[config.mk]
export PLATFORM = sky130hd
export DESIGN_NAME = vu_meter_ballistics
export DESIGN_NICKNAME = d
export VERILOG_FILES = /design/src/rtl/vmb_pkg.sv /design/src/rtl/vmb_front.sv /design/src/rtl/vmb_queue.sv /design/src/rtl/vmb_back.sv /design/src/rtl/vu_meter_ballistics.sv
export SDC_FILE = /design/constraint.sdc
export NUM_CORES = 2
export LEC_CHECK = 0
export BUFFER_PORTS_ARGS = -buffer_cell sky130_fd_sc_hd__buf_4
export CAP_MARGIN = 20
export CORE_MARGIN = 2
export CORE_UTILIZATION = 60
export CTS_BUF_LIST = sky130_fd_sc_hd__clkbuf_4
export DETAILED_ROUTE_END_ITERATION = 6
export GPL_TIMING_DRIVEN = 1
export PLACE_DENSITY = 0.76
export SYNTH_ARGS = -nofsm -noshare
export SYNTH_HDL_FRONTEND = slang
export SYNTH_SLANG_ARGS = --single-unit
[constraint.sdc]
create_clock -name clock -period 12.9 [get_ports clock]
set_clock_uncertainty 0.2 [all_clocks]
set_input_delay 0.645 -clock clock [delete_from_list [all_inputs] [get_ports clock]]
set_output_delay 0.645 -clock clock [all_outputs]
set_load 0.02 [all_outputs]
[src/rtl/vmb_pkg.sv]
// Shared types and constants of the VU meter ballistics block.
`default_nettype none
package vmb_pkg;

   localparam int SAMPLE_BITS   = 24;
   localparam int FRAME_BITS    = 8;
   localparam int AMP_BITS      = 26;
   localparam int INDEX_BITS    = 4;
   localparam int HOLD_BITS     = 16;
   localparam int COEF_BITS     = 32;
   localparam int TICKS_DEF     = 12;
   localparam int QUEUE_DEPTH   = 2;
   localparam int CSR_ADDR_BITS = 3;
   localparam int CSR_DATA_BITS = 32;

   localparam logic [HOLD_BITS-1:0] HOLD_MS_RESET = HOLD_BITS'(1000);
   localparam logic signed [COEF_BITS-1:0] SCALE_Q30 = 32'sd1539675233;

   localparam logic [1:0] OP_SAMPLE  = 2'd0;
   localparam logic [1:0] OP_TICK    = 2'd1;
   localparam logic [1:0] OP_REFRESH = 2'd2;
   localparam logic [1:0] OP_LOAD    = 2'd3;

   localparam logic [CSR_ADDR_BITS-1:0] CSR_COEF_B0     = 3'd0;
   localparam logic [CSR_ADDR_BITS-1:0] CSR_COEF_A1     = 3'd1;
   localparam logic [CSR_ADDR_BITS-1:0] CSR_COEF_A2     = 3'd2;
   localparam logic [CSR_ADDR_BITS-1:0] CSR_HOLD_MS     = 3'd3;
   localparam logic [CSR_ADDR_BITS-1:0] CSR_PEAK_ENABLE = 3'd4;

   typedef struct packed {
      logic [1:0]                    opcode;
      logic signed [SAMPLE_BITS-1:0] sample;
      logic [INDEX_BITS-1:0]         tick_index;
      logic [AMP_BITS-1:0]           tick_amplitude;
      logic [FRAME_BITS-1:0]         tick_frame;
   } req_type;

   typedef struct packed {
      logic [FRAME_BITS-1:0] needle_frame;
      logic [FRAME_BITS-1:0] held_frame;
      logic                  show_held;
   } rsp_type;

   typedef struct packed {
      logic signed [COEF_BITS-1:0] coef_b0;
      logic signed [COEF_BITS-1:0] coef_a1;
      logic signed [COEF_BITS-1:0] coef_a2;
      logic [HOLD_BITS-1:0]        hold_ms;
      logic                        peak_enable;
   } cfg_type;

   typedef enum logic [2:0] {
      CMD_NOP,
      CMD_SAMPLE,
      CMD_TICK,
      CMD_REFRESH,
      CMD_LOAD
   } cmd_kind_type;

   typedef struct packed {
      cmd_kind_type                  kind;
      logic signed [SAMPLE_BITS-1:0] sample;
      logic [INDEX_BITS-1:0]         tick_index;
      logic [AMP_BITS-1:0]           amp;
      logic [FRAME_BITS-1:0]         frame;
   } cmd_type;

endpackage
`default_nettype wire

[src/rtl/vmb_front.sv]
// Input stage that accepts transactions and classifies them into commands.
`default_nettype none
module vmb_front import vmb_pkg::*; #(
   parameter int TICKS = TICKS_DEF
) (
   input  wire logic    clock,
   input  wire logic    reset,
   input  wire logic    req_valid,
   output logic         req_ready,
   input  wire req_type req,
   output logic         push_valid,
   input  wire logic    push_ready,
   output cmd_type      push_cmd
);

   logic    valid_ff;
   cmd_type cmd_ff;
   cmd_type cmd_in;

   always_comb begin
      cmd_in.sample     = req.sample;
      cmd_in.tick_index = req.tick_index;
      cmd_in.amp        = req.tick_amplitude;
      cmd_in.frame      = req.tick_frame;
      unique case (req.opcode)
         OP_SAMPLE:  cmd_in.kind = CMD_SAMPLE;
         OP_TICK:    cmd_in.kind = CMD_TICK;
         OP_REFRESH: cmd_in.kind = CMD_REFRESH;
         OP_LOAD:    cmd_in.kind = (32'(req.tick_index) < TICKS) ? CMD_LOAD : CMD_NOP;
         default:    cmd_in.kind = CMD_NOP;
      endcase
   end

   assign req_ready  = !valid_ff || push_ready;
   assign push_valid = valid_ff;
   assign push_cmd   = cmd_ff;

   always_ff @(posedge clock) begin
      if (reset) begin
         valid_ff <= 1'b0;
      end else if (req_ready) begin
         valid_ff <= req_valid;
      end
      if (req_valid && req_ready) begin
         cmd_ff <= cmd_in;
      end
   end

endmodule
`default_nettype wire

[src/rtl/vmb_queue.sv]
// Short command queue between the input stage and the execution unit.
`default_nettype none
module vmb_queue import vmb_pkg::*; (
   input  wire logic    clock,
   input  wire logic    reset,
   input  wire logic    push_valid,
   output logic         push_ready,
   input  wire cmd_type push_cmd,
   output logic         pop_valid,
   input  wire logic    pop_ready,
   output cmd_type      pop_cmd
);

   localparam int PTR_BITS = (QUEUE_DEPTH > 1) ? $clog2(QUEUE_DEPTH) : 1;
   localparam int CNT_BITS = $clog2(QUEUE_DEPTH + 1);

   cmd_type               slot_ff [QUEUE_DEPTH];
   logic [PTR_BITS-1:0]   wr_ptr_ff;
   logic [PTR_BITS-1:0]   rd_ptr_ff;
   logic [CNT_BITS-1:0]   count_ff;
   logic                  do_push;
   logic                  do_pop;

   assign push_ready = (count_ff != CNT_BITS'(QUEUE_DEPTH));
   assign pop_valid  = (count_ff != '0);
   assign pop_cmd    = slot_ff[rd_ptr_ff];
   assign do_push    = push_valid && push_ready;
   assign do_pop     = pop_valid && pop_ready;

   always_ff @(posedge clock) begin
      if (reset) begin
         wr_ptr_ff <= '0;
         rd_ptr_ff <= '0;
         count_ff  <= '0;
      end else begin
         if (do_push) begin
            wr_ptr_ff <= (wr_ptr_ff == PTR_BITS'(QUEUE_DEPTH - 1)) ? '0 : wr_ptr_ff + 1'b1;
         end
         if (do_pop) begin
            rd_ptr_ff <= (rd_ptr_ff == PTR_BITS'(QUEUE_DEPTH - 1)) ? '0 : rd_ptr_ff + 1'b1;
         end
         if (do_push && !do_pop) begin
            count_ff <= count_ff + 1'b1;
         end else if (do_pop && !do_push) begin
            count_ff <= count_ff - 1'b1;
         end
      end
      if (do_push) begin
         slot_ff[wr_ptr_ff] <= push_cmd;
      end
   end

endmodule
`default_nettype wire

[src/rtl/vmb_back.sv]
// Execution unit: filter, level scaling, table interpolation and peak hold.
`default_nettype none
module vmb_back import vmb_pkg::*; #(
   parameter int TICKS = TICKS_DEF
) (
   input  wire logic    clock,
   input  wire logic    reset,
   input  wire cfg_type cfg,
   input  wire logic    cmd_valid,
   output logic         cmd_ready,
   input  wire cmd_type cmd,
   output logic         rsp_valid,
   input  wire logic    rsp_ready,
   output rsp_type      rsp
);

   localparam int TIDX_BITS  = (TICKS > 1) ? $clog2(TICKS) : 1;
   localparam int ACC_BITS   = 40;
   localparam int PROD_BITS  = 2 * COEF_BITS;
   localparam int LVL_SHIFT  = SAMPLE_BITS + 6;
   localparam int LVL_BITS   = PROD_BITS - 2 - LVL_SHIFT;
   localparam int CNT_BITS   = $clog2(FRAME_BITS + 1);
   localparam logic signed [ACC_BITS-1:0] ACC_MAX = ACC_BITS'(64'sd2147483647);
   localparam logic signed [ACC_BITS-1:0] ACC_MIN = ACC_BITS'(-64'sd2147483648);

   typedef enum logic [3:0] {
      ST_IDLE, ST_FILT, ST_SAT, ST_REF_MUL, ST_LEVEL, ST_SCAN,
      ST_DIV_MUL, ST_DIV_SET, ST_DIV, ST_FRAME, ST_HOLD
   } state_type;

   state_type                     state_ff;
   cmd_type                       cur_ff;
   logic [2:0]                    step_ff;
   logic signed [ACC_BITS-1:0]    acc_ff;
   logic signed [PROD_BITS-1:0]   prod_ff;
   logic signed [SAMPLE_BITS-1:0] xh0_ff;
   logic signed [SAMPLE_BITS-1:0] xh1_ff;
   logic signed [COEF_BITS-1:0]   y_ff;
   logic signed [COEF_BITS-1:0]   yh_ff;
   logic [LVL_BITS-1:0]           level_ff;
   logic [TIDX_BITS-1:0]          idx_ff;
   logic [AMP_BITS-1:0]           prev_amp_ff;
   logic [FRAME_BITS-1:0]         prev_frame_ff;
   logic [AMP_BITS-1:0]           off_ff;
   logic [AMP_BITS-1:0]           den_ff;
   logic signed [FRAME_BITS:0]    dif_ff;
   logic                          neg_ff;
   logic [AMP_BITS-1:0]           rem_ff;
   logic [FRAME_BITS-1:0]         quo_ff;
   logic [CNT_BITS-1:0]           cnt_ff;
   logic [FRAME_BITS-1:0]         frame_ff;
   logic [FRAME_BITS-1:0]         hold_frame_ff;
   logic [HOLD_BITS-1:0]          hold_elapsed_ff;
   logic                          rsp_valid_ff;
   rsp_type                       rsp_ff;

   logic [AMP_BITS-1:0]           amp_mem [TICKS];
   logic [FRAME_BITS-1:0]         frame_mem [TICKS];

   logic signed [COEF_BITS-1:0]   mul_a;
   logic signed [COEF_BITS-1:0]   mul_b;
   logic signed [PROD_BITS-1:0]   mul_p;
   logic signed [ACC_BITS-1:0]    term;
   logic signed [ACC_BITS-1:0]    y_sat;
   logic [AMP_BITS-1:0]           rd_amp;
   logic [FRAME_BITS-1:0]         rd_frame;
   logic [PROD_BITS-1:0]          mag;
   logic [AMP_BITS:0]             shifted;
   logic                          ge;
   logic [FRAME_BITS-1:0]         q_ceil;

   always_comb begin
      mul_a = $signed({{(COEF_BITS - AMP_BITS){1'b0}}, off_ff});
      mul_b = COEF_BITS'(dif_ff);
      if (state_ff == ST_FILT) begin
         case (step_ff)
            3'd0: begin
               mul_a = cfg.coef_b0;
               mul_b = COEF_BITS'(cur_ff.sample);
            end
            3'd1: begin
               mul_a = cfg.coef_b0;
               mul_b = COEF_BITS'(xh0_ff);
            end
            3'd2: begin
               mul_a = cfg.coef_b0;
               mul_b = COEF_BITS'(xh1_ff);
            end
            3'd3: begin
               mul_a = cfg.coef_a1;
               mul_b = y_ff;
            end
            default: begin
               mul_a = cfg.coef_a2;
               mul_b = yh_ff;
            end
         endcase
      end else if (state_ff == ST_REF_MUL) begin
         mul_a = y_ff;
         mul_b = SCALE_Q30;
      end
   end

   assign mul_p = mul_a * mul_b;

   // The middle feed-forward tap carries the factor of two as a smaller shift.
   assign term = (step_ff == 3'd2) ? ACC_BITS'(prod_ff >>> 29) : ACC_BITS'(prod_ff >>> 30);

   always_comb begin
      if (acc_ff > ACC_MAX) begin
         y_sat = ACC_MAX;
      end else if (acc_ff < ACC_MIN) begin
         y_sat = ACC_MIN;
      end else begin
         y_sat = acc_ff;
      end
   end

   assign rd_amp   = amp_mem[idx_ff];
   assign rd_frame = frame_mem[idx_ff];
   assign mag      = prod_ff[PROD_BITS-1] ? PROD_BITS'(-prod_ff) : PROD_BITS'(prod_ff);
   assign shifted  = {rem_ff, quo_ff[FRAME_BITS-1]};
   assign ge       = (shifted >= {1'b0, den_ff});
   assign q_ceil   = quo_ff + FRAME_BITS'(rem_ff != '0);

   assign cmd_ready = (state_ff == ST_IDLE);
   assign rsp_valid = rsp_valid_ff;
   assign rsp       = rsp_ff;

   always_ff @(posedge clock) begin
      if (cmd_valid && cmd_ready && cmd.kind == CMD_LOAD) begin
         amp_mem[cmd.tick_index[TIDX_BITS-1:0]]   <= cmd.amp;
         frame_mem[cmd.tick_index[TIDX_BITS-1:0]] <= cmd.frame;
      end
   end

   always_ff @(posedge clock) begin
      if (reset) begin
         state_ff        <= ST_IDLE;
         xh0_ff          <= '0;
         xh1_ff          <= '0;
         y_ff            <= '0;
         yh_ff           <= '0;
         hold_frame_ff   <= '0;
         hold_elapsed_ff <= '0;
         rsp_valid_ff    <= 1'b0;
      end else begin
         if (rsp_valid_ff && rsp_ready && state_ff != ST_HOLD) begin
            rsp_valid_ff <= 1'b0;
         end
         unique case (state_ff)
            ST_IDLE: begin
               if (cmd_valid) begin
                  cur_ff  <= cmd;
                  step_ff <= '0;
                  case (cmd.kind)
                     CMD_SAMPLE:  state_ff <= ST_FILT;
                     CMD_REFRESH: state_ff <= ST_REF_MUL;
                     CMD_TICK: begin
                        if (hold_elapsed_ff != '1) begin
                           hold_elapsed_ff <= hold_elapsed_ff + 1'b1;
                        end
                     end
                     default: ;
                  endcase
               end
            end
            ST_FILT: begin
               prod_ff <= mul_p;
               step_ff <= step_ff + 1'b1;
               if (step_ff == 3'd0) begin
                  acc_ff <= '0;
               end else if (step_ff >= 3'd4) begin
                  acc_ff <= acc_ff - term;
               end else begin
                  acc_ff <= acc_ff + term;
               end
               if (step_ff == 3'd5) begin
                  state_ff <= ST_SAT;
               end
            end
            ST_SAT: begin
               xh1_ff   <= xh0_ff;
               xh0_ff   <= cur_ff.sample;
               yh_ff    <= y_ff;
               y_ff     <= COEF_BITS'(y_sat);
               state_ff <= ST_IDLE;
            end
            ST_REF_MUL: begin
               prod_ff  <= mul_p;
               state_ff <= ST_LEVEL;
            end
            ST_LEVEL: begin
               level_ff      <= (y_ff > 0) ? LVL_BITS'(prod_ff >>> LVL_SHIFT) : '0;
               idx_ff        <= '0;
               prev_amp_ff   <= '0;
               prev_frame_ff <= '0;
               state_ff      <= ST_SCAN;
            end
            ST_SCAN: begin
               if (level_ff < LVL_BITS'(rd_amp)) begin
                  off_ff   <= AMP_BITS'(level_ff) - prev_amp_ff;
                  den_ff   <= rd_amp - prev_amp_ff;
                  dif_ff   <= $signed({1'b0, rd_frame}) - $signed({1'b0, prev_frame_ff});
                  state_ff <= ST_DIV_MUL;
               end else if (idx_ff == TIDX_BITS'(TICKS - 1)) begin
                  frame_ff <= rd_frame;
                  state_ff <= ST_HOLD;
               end else begin
                  prev_amp_ff   <= rd_amp;
                  prev_frame_ff <= rd_frame;
                  idx_ff        <= idx_ff + 1'b1;
               end
            end
            ST_DIV_MUL: begin
               prod_ff  <= mul_p;
               state_ff <= ST_DIV_SET;
            end
            ST_DIV_SET: begin
               neg_ff   <= prod_ff[PROD_BITS-1];
               rem_ff   <= AMP_BITS'(mag >> FRAME_BITS);
               quo_ff   <= mag[FRAME_BITS-1:0];
               cnt_ff   <= '0;
               state_ff <= ST_DIV;
            end
            ST_DIV: begin
               rem_ff <= ge ? AMP_BITS'(shifted - {1'b0, den_ff}) : AMP_BITS'(shifted);
               quo_ff <= {quo_ff[FRAME_BITS-2:0], ge};
               cnt_ff <= cnt_ff + 1'b1;
               if (cnt_ff == CNT_BITS'(FRAME_BITS - 1)) begin
                  state_ff <= ST_FRAME;
               end
            end
            ST_FRAME: begin
               frame_ff <= neg_ff ? prev_frame_ff - q_ceil : prev_frame_ff + quo_ff;
               state_ff <= ST_HOLD;
            end
            ST_HOLD: begin
               if (!rsp_valid_ff || rsp_ready) begin
                  rsp_valid_ff        <= 1'b1;
                  rsp_ff.needle_frame <= frame_ff;
                  if (frame_ff > hold_frame_ff || hold_elapsed_ff >= cfg.hold_ms) begin
                     hold_frame_ff     <= frame_ff;
                     hold_elapsed_ff   <= '0;
                     rsp_ff.held_frame <= frame_ff;
                     rsp_ff.show_held  <= 1'b0;
                  end else begin
                     rsp_ff.held_frame <= hold_frame_ff;
                     rsp_ff.show_held  <= cfg.peak_enable &&
                                          ((hold_frame_ff - frame_ff) > FRAME_BITS'(1));
                  end
                  state_ff <= ST_IDLE;
               end
            end
            default: state_ff <= ST_IDLE;
         endcase
      end
   end

endmodule
`default_nettype wire

[src/rtl/vu_meter_ballistics.sv]
// Top level of the VU meter needle ballistics block.
//
// Input transactions on req_ carry an opcode: a sample runs the second-order
// ballistics filter, a millisecond tick advances the peak hold timer, a load
// writes one entry of the tick table, and a refresh produces one transaction
// on rsp_ with the needle frame, the held frame and whether to show it.
// Registers are written through csr_, which is always ready; write them only
// while the block is idle.
// An input register and a two-entry queue feed one execution unit that works
// on one command at a time with a single shared 32 by 32 multiplier.
// In that unit a sample steps through the filter taps in turn, a tick or load
// completes on acceptance, and a refresh scans at most TICKS tick table entries
// and then interpolates with the bit-serial divider. Each command passes the
// input register and the queue before it reaches the unit.
// While the receiver stalls, the response is held and the unit keeps running
// non-refresh commands; a second refresh waits for the response register.
// Reset is synchronous and clears filter state, peak hold and registers to
// their defaults; the tick table must be loaded before the first refresh.
`default_nettype none
module vu_meter_ballistics import vmb_pkg::*; #(
   parameter int TICKS = TICKS_DEF
) (
   input  wire logic                     clock,
   input  wire logic                     reset,
   input  wire logic                     req_valid,
   output logic                          req_ready,
   input  wire req_type                  req,
   output logic                          rsp_valid,
   input  wire logic                     rsp_ready,
   output rsp_type                       rsp,
   input  wire logic                     csr_valid,
   output logic                          csr_ready,
   input  wire logic [CSR_ADDR_BITS-1:0] csr_addr,
   input  wire logic [CSR_DATA_BITS-1:0] csr_wdata
);

   cfg_type cfg_ff;
   logic    push_valid;
   logic    push_ready;
   cmd_type push_cmd;
   logic    pop_valid;
   logic    pop_ready;
   cmd_type pop_cmd;

   assign csr_ready = 1'b1;

   always_ff @(posedge clock) begin
      if (reset) begin
         cfg_ff.coef_b0     <= '0;
         cfg_ff.coef_a1     <= '0;
         cfg_ff.coef_a2     <= '0;
         cfg_ff.hold_ms     <= HOLD_MS_RESET;
         cfg_ff.peak_enable <= 1'b0;
      end else if (csr_valid) begin
         unique case (csr_addr)
            CSR_COEF_B0:     cfg_ff.coef_b0     <= COEF_BITS'(csr_wdata);
            CSR_COEF_A1:     cfg_ff.coef_a1     <= COEF_BITS'(csr_wdata);
            CSR_COEF_A2:     cfg_ff.coef_a2     <= COEF_BITS'(csr_wdata);
            CSR_HOLD_MS:     cfg_ff.hold_ms     <= csr_wdata[HOLD_BITS-1:0];
            CSR_PEAK_ENABLE: cfg_ff.peak_enable <= csr_wdata[0];
            default: ;
         endcase
      end
   end

   vmb_front #(.TICKS(TICKS)) u_front (
      .clock      (clock),
      .reset      (reset),
      .req_valid  (req_valid),
      .req_ready  (req_ready),
      .req        (req),
      .push_valid (push_valid),
      .push_ready (push_ready),
      .push_cmd   (push_cmd)
   );

   vmb_queue u_queue (
      .clock      (clock),
      .reset      (reset),
      .push_valid (push_valid),
      .push_ready (push_ready),
      .push_cmd   (push_cmd),
      .pop_valid  (pop_valid),
      .pop_ready  (pop_ready),
      .pop_cmd    (pop_cmd)
   );

   vmb_back #(.TICKS(TICKS)) u_back (
      .clock     (clock),
      .reset     (reset),
      .cfg       (cfg_ff),
      .cmd_valid (pop_valid),
      .cmd_ready (pop_ready),
      .cmd       (pop_cmd),
      .rsp_valid (rsp_valid),
      .rsp_ready (rsp_ready),
      .rsp       (rsp)
   );

   a_held_not_below: assert property (@(posedge clock) disable iff (reset)
      rsp_valid |-> rsp.held_frame >= rsp.needle_frame)
      else $error("held frame below needle frame");

   a_show_gap: assert property (@(posedge clock) disable iff (reset)
      rsp_valid && rsp.show_held |->
         (FRAME_BITS + 1)'(rsp.held_frame) > (FRAME_BITS + 1)'(rsp.needle_frame) + 1'b1)
      else $error("held needle shown without a gap of two frames");

   a_show_enabled: assert property (@(posedge clock) disable iff (reset)
      rsp_valid && rsp.show_held |-> cfg_ff.peak_enable)
      else $error("held needle shown while peak display is disabled");

endmodule
`default_nettype wire
==> impl_results.md <==
* Share of synthesized area occupied by flip-flops and latches at 36.3%
* Leading cell types by count after synthesis: sky130_fd_sc_hd__inv_1, sky130_fd_sc_hd__nand2_1, sky130_fd_sc_hd__fa_1
* Number of setup violations in the final report at 0
* Placement row count at 143
* Library cell occupying the most area in the post-synthesis netlist: sky130_fd_sc_hd__edfxtp_1
* Port Buffer Count at 122
* Total of hold buffers inserted after clock tree synthesis at 181
* Summed negative setup slack over all endpoints at 0 ps
* Non-Filler Cell Area, Final at 101000 sq um
* Buffer levels on the longest clock path at 4
* Number of buffers added for setup after CTS at 0
* Boundary pin count at 124
* Number of nets at the end of the flow at 10652
* Most frequent cell on the critical path: sky130_fd_sc_hd__fa_1
* Layout cell share with drive strength beyond 1 at 11.8%
* Cell with the most instances after synthesis: sky130_fd_sc_hd__inv_1
* Clock slew seen by the registers of the worst setup and hold paths at 70 ps
* CP endpoint kind: flip-flop
* Vias in the first global route at 70633
* Routed vias/inst at 6.12
* Biggest area contributors in the synthesized netlist: sky130_fd_sc_hd__edfxtp_1, sky130_fd_sc_hd__fa_1, sky130_fd_sc_hd__dfxtp_1
* Launch point of the worst reg-to-reg path: u_back.step_ff[0]
* Maximum operating frequency at 0.0824 GHz
* Wire length of the first global-routing pass at 419000 microns
* Tightest hold margin at 114 ps
* Number of iterations in the first detailed-routing pass at 7
* Synth Area per Inst at 10.5 sq um
* Register-to-register path setup slack at 760 ps
* Violated checks: DRC
* Hold path startpoint: csr_wdata[7]
* Worst slack after detailed placement at 1090 ps
* Insertion delay of the later-clocked pin in the worst-skew pair at 1270 ps
* Maximum level of the CTS H-tree at 5
* RSZ-0062 raised after global routing: false
* Maximum fanout count along the critical path at 25
* Seq. cell area at 33200 sq um
* Starting utilization of the core area at 60.3%
* Minimum clock period after layout at 12140 ps
* Worst slew margin relative to its limit at 18.8%
* Routability congestion estimate from global placement at 1.03
* Number of cells on the worst hold path at 4
* Full die area at 155000 sq um
* Status: finished with violations
* EDFF count, synth at 929
* Synth Cell Area at 91400 sq um
* Clock tree from TritonCTS: built
* DRC violation count after routing at 1
* Transition time of the tightest slew-check pin at 1220 ps
* Most frequently used flop master after synthesis: sky130_fd_sc_hd__edfxtp_1
* Die Width at 394 microns
* Max stage delay cell, worst path: sky130_fd_sc_hd__nor4_1
* Netlist cell types at 102
* Starting DRT DRC Count at 8479
* Crit path arrival time at 12900 ps
* Maximum Capacitance Violations at 0
* Worst endpoint required time at 13650 ps
* Core region area at 152000 sq um
* Area growth, synth to finish at 10.4%
* Final hold vios at 0
* PostCTS Resize Cnt at 0
* Hold/Removal Path Class: input pin to flip-flop
* Vias after detailed routing at 69365
* Root Buffer Master: sky130_fd_sc_hd__clkbuf_4
* Cell count after synthesis at 8690
* Global-route total usage across every layer at 35.7%
* Sum of net half-perimeters after detailed placement at 200000 microns
* Worst reg2reg path endpoint: u_back.prod_ff[56]
* Multi-input logic area at 52600 sq um
* Sort of element at the start of the critical path: flip-flop
* Async set or reset register ratio after synthesis at 0%
* Pin count of the biggest net entering global routing at 179
* Critical path start-end classification: flip-flop to flip-flop
* Final number of max-transition violations at 0
* Wire length per cell at 24.2 microns
* Synthesis-stage register bit count at 1193
* Remaining global-route overflow at 0
* Total of warnings raised by yosys at 0
* Sum of routed wire length over all layers at 275000 microns
* TritonCTS Buffers at 316
* Cell area reported after detailed placement at 95000 sq um
* Hold Path End: cfg_ff[8]
* Delay of the slowest cell on the worst path at 740 ps
* Post-Synthesis Net Count at 10274
* Initial antenna violation count at 13
* Tcrit/Tclk final at 94.1%
* Worst R2R Path Depth at 31
* Routed Antenna Nets at 0
* Area share of the largest cell type after synthesis at 30.5%
* Filler cell count in the final layout at 11420
* Final Worst Setup Slack at 758 ps
* Clk sink count at 1193
* Die span in y at 394 microns
cells by family (layout without fill, tap and decap cells):
group                    after synthesis  after routing  synth area share, %
AO/OA/AOI/OAI                       1338           1338                 9.36
XOR/XNOR                             235            235                 2.25
adder cells (fa/ha/maj)             1480           1480                 29.2
buffers and inverters               1595           2199                 6.59
flip-flops                          1193           1193                 36.3
multiplexers                         222            222                 3.92
other                                  1             14              0.00410
AND/OR/NAND/NOR                     2626           2626                 12.4
stage by stage:
stage	instances	util (%)
2_1_floorplan	8690	-
3_3_place_gp	10588	62.7
3_5_place_dp	10592	62.7
4_1_cts	11317	66.5
5_1_grt	11333	66.6
6_report	11337	66.6
cell usage in the layout (no fill, tap or decap), types with 58 or more instances in the layout:
cell type	instances
sky130_fd_sc_hd__a21o_1	110
sky130_fd_sc_hd__nand2_1	1160
sky130_fd_sc_hd__a21oi_1	522
sky130_fd_sc_hd__ha_1	387
sky130_fd_sc_hd__xnor2_1	139
sky130_fd_sc_hd__mux4_2	102
sky130_fd_sc_hd__clkbuf_4	472
sky130_fd_sc_hd__clkinv_1	58
sky130_fd_sc_hd__inv_1	1166
sky130_fd_sc_hd__xor2_1	96
sky130_fd_sc_hd__dfxtp_1	258
sky130_fd_sc_hd__fa_1	1091
sky130_fd_sc_hd__edfxtp_1	929
sky130_fd_sc_hd__mux2_2	66
sky130_fd_sc_hd__o21ai_0	189
sky130_fd_sc_hd__nor3_1	99
sky130_fd_sc_hd__buf_4	298
sky130_fd_sc_hd__nor2_1	881
sky130_fd_sc_hd__dlygate4sd3_1	181
registers in the layout (all words and copies together), names as in the netlist, 9 cells and up, named ones only:
name,cells
u_back.yh_ff,32
u_back.dif_ff,9
u_back.cur_ff,24
u_back.off_ff,26
cfg_ff,113
u_queue.slot_ff,130
u_back.y_ff,32
u_back.amp_mem,312
u_back.xh1_ff,24
u_back.rsp,17
u_back.frame_mem,96
u_back.den_ff,26
u_back.xh0_ff,24
u_back.prev_amp_ff,26
u_back.hold_elapsed_ff,16
u_back.prod_ff,64
u_back.acc_ff,40
u_back.level_ff,32
u_front.push_cmd,65
u_back.rem_ff,26
per-layer routing:
metal | GRT usage, % | wire, microns | share of wire [%]
met1 | 48.2 | 104000 | 38
met2 | 53.5 | 122000 | 44
met3 | 9.74 | 33400 | 12
met4 | 17.7 | 15100 | 5.5
met5 | 0 | 92 | 0.034
worst max path at each step:
stage / from / to / cells past startpoint
6_report: u_back.step_ff[0] / u_back.prod_ff[56] / 31
3_3_place_gp: u_back.step_ff[0] / u_back.prod_ff[60] / 30
4_1_cts: u_back.step_ff[0] / u_back.prod_ff[60] / 30
2_1_floorplan: u_back.step_ff[2] / u_back.prod_ff[60] / 37
5_1_grt: u_back.state_ff[0] / u_back.prod_ff[56] / 30
3_5_place_dp: u_back.step_ff[0] / u_back.prod_ff[60] / 30
critical path: cells and delay by family (launching register included):
family,cells,cell delay (ps)
DFF,1,450
and+or+nand+nor,8,2270
xor gates and xnor gates,1,140
buffers and inverters,4,1030
adders and majority gates,10,4910
AOI/OAI and AO/OA,8,2840
final cells by class:
cell class	count	area share [%]
Timing Repair Buffer	488	4.19
Clock inverter	72	0.378
Antenna cell	13	0.0322
Clock buffer	472	3.51
Sequential cell	1193	32.9
Inverter	1167	4.34
Tap cell	2030	2.52
Multi-Input combinational cell	5902	52.1
Power is left out: the tool's default activity adds up to more than one toggle a clock period on the data nets, which glitch-free logic cannot reach.
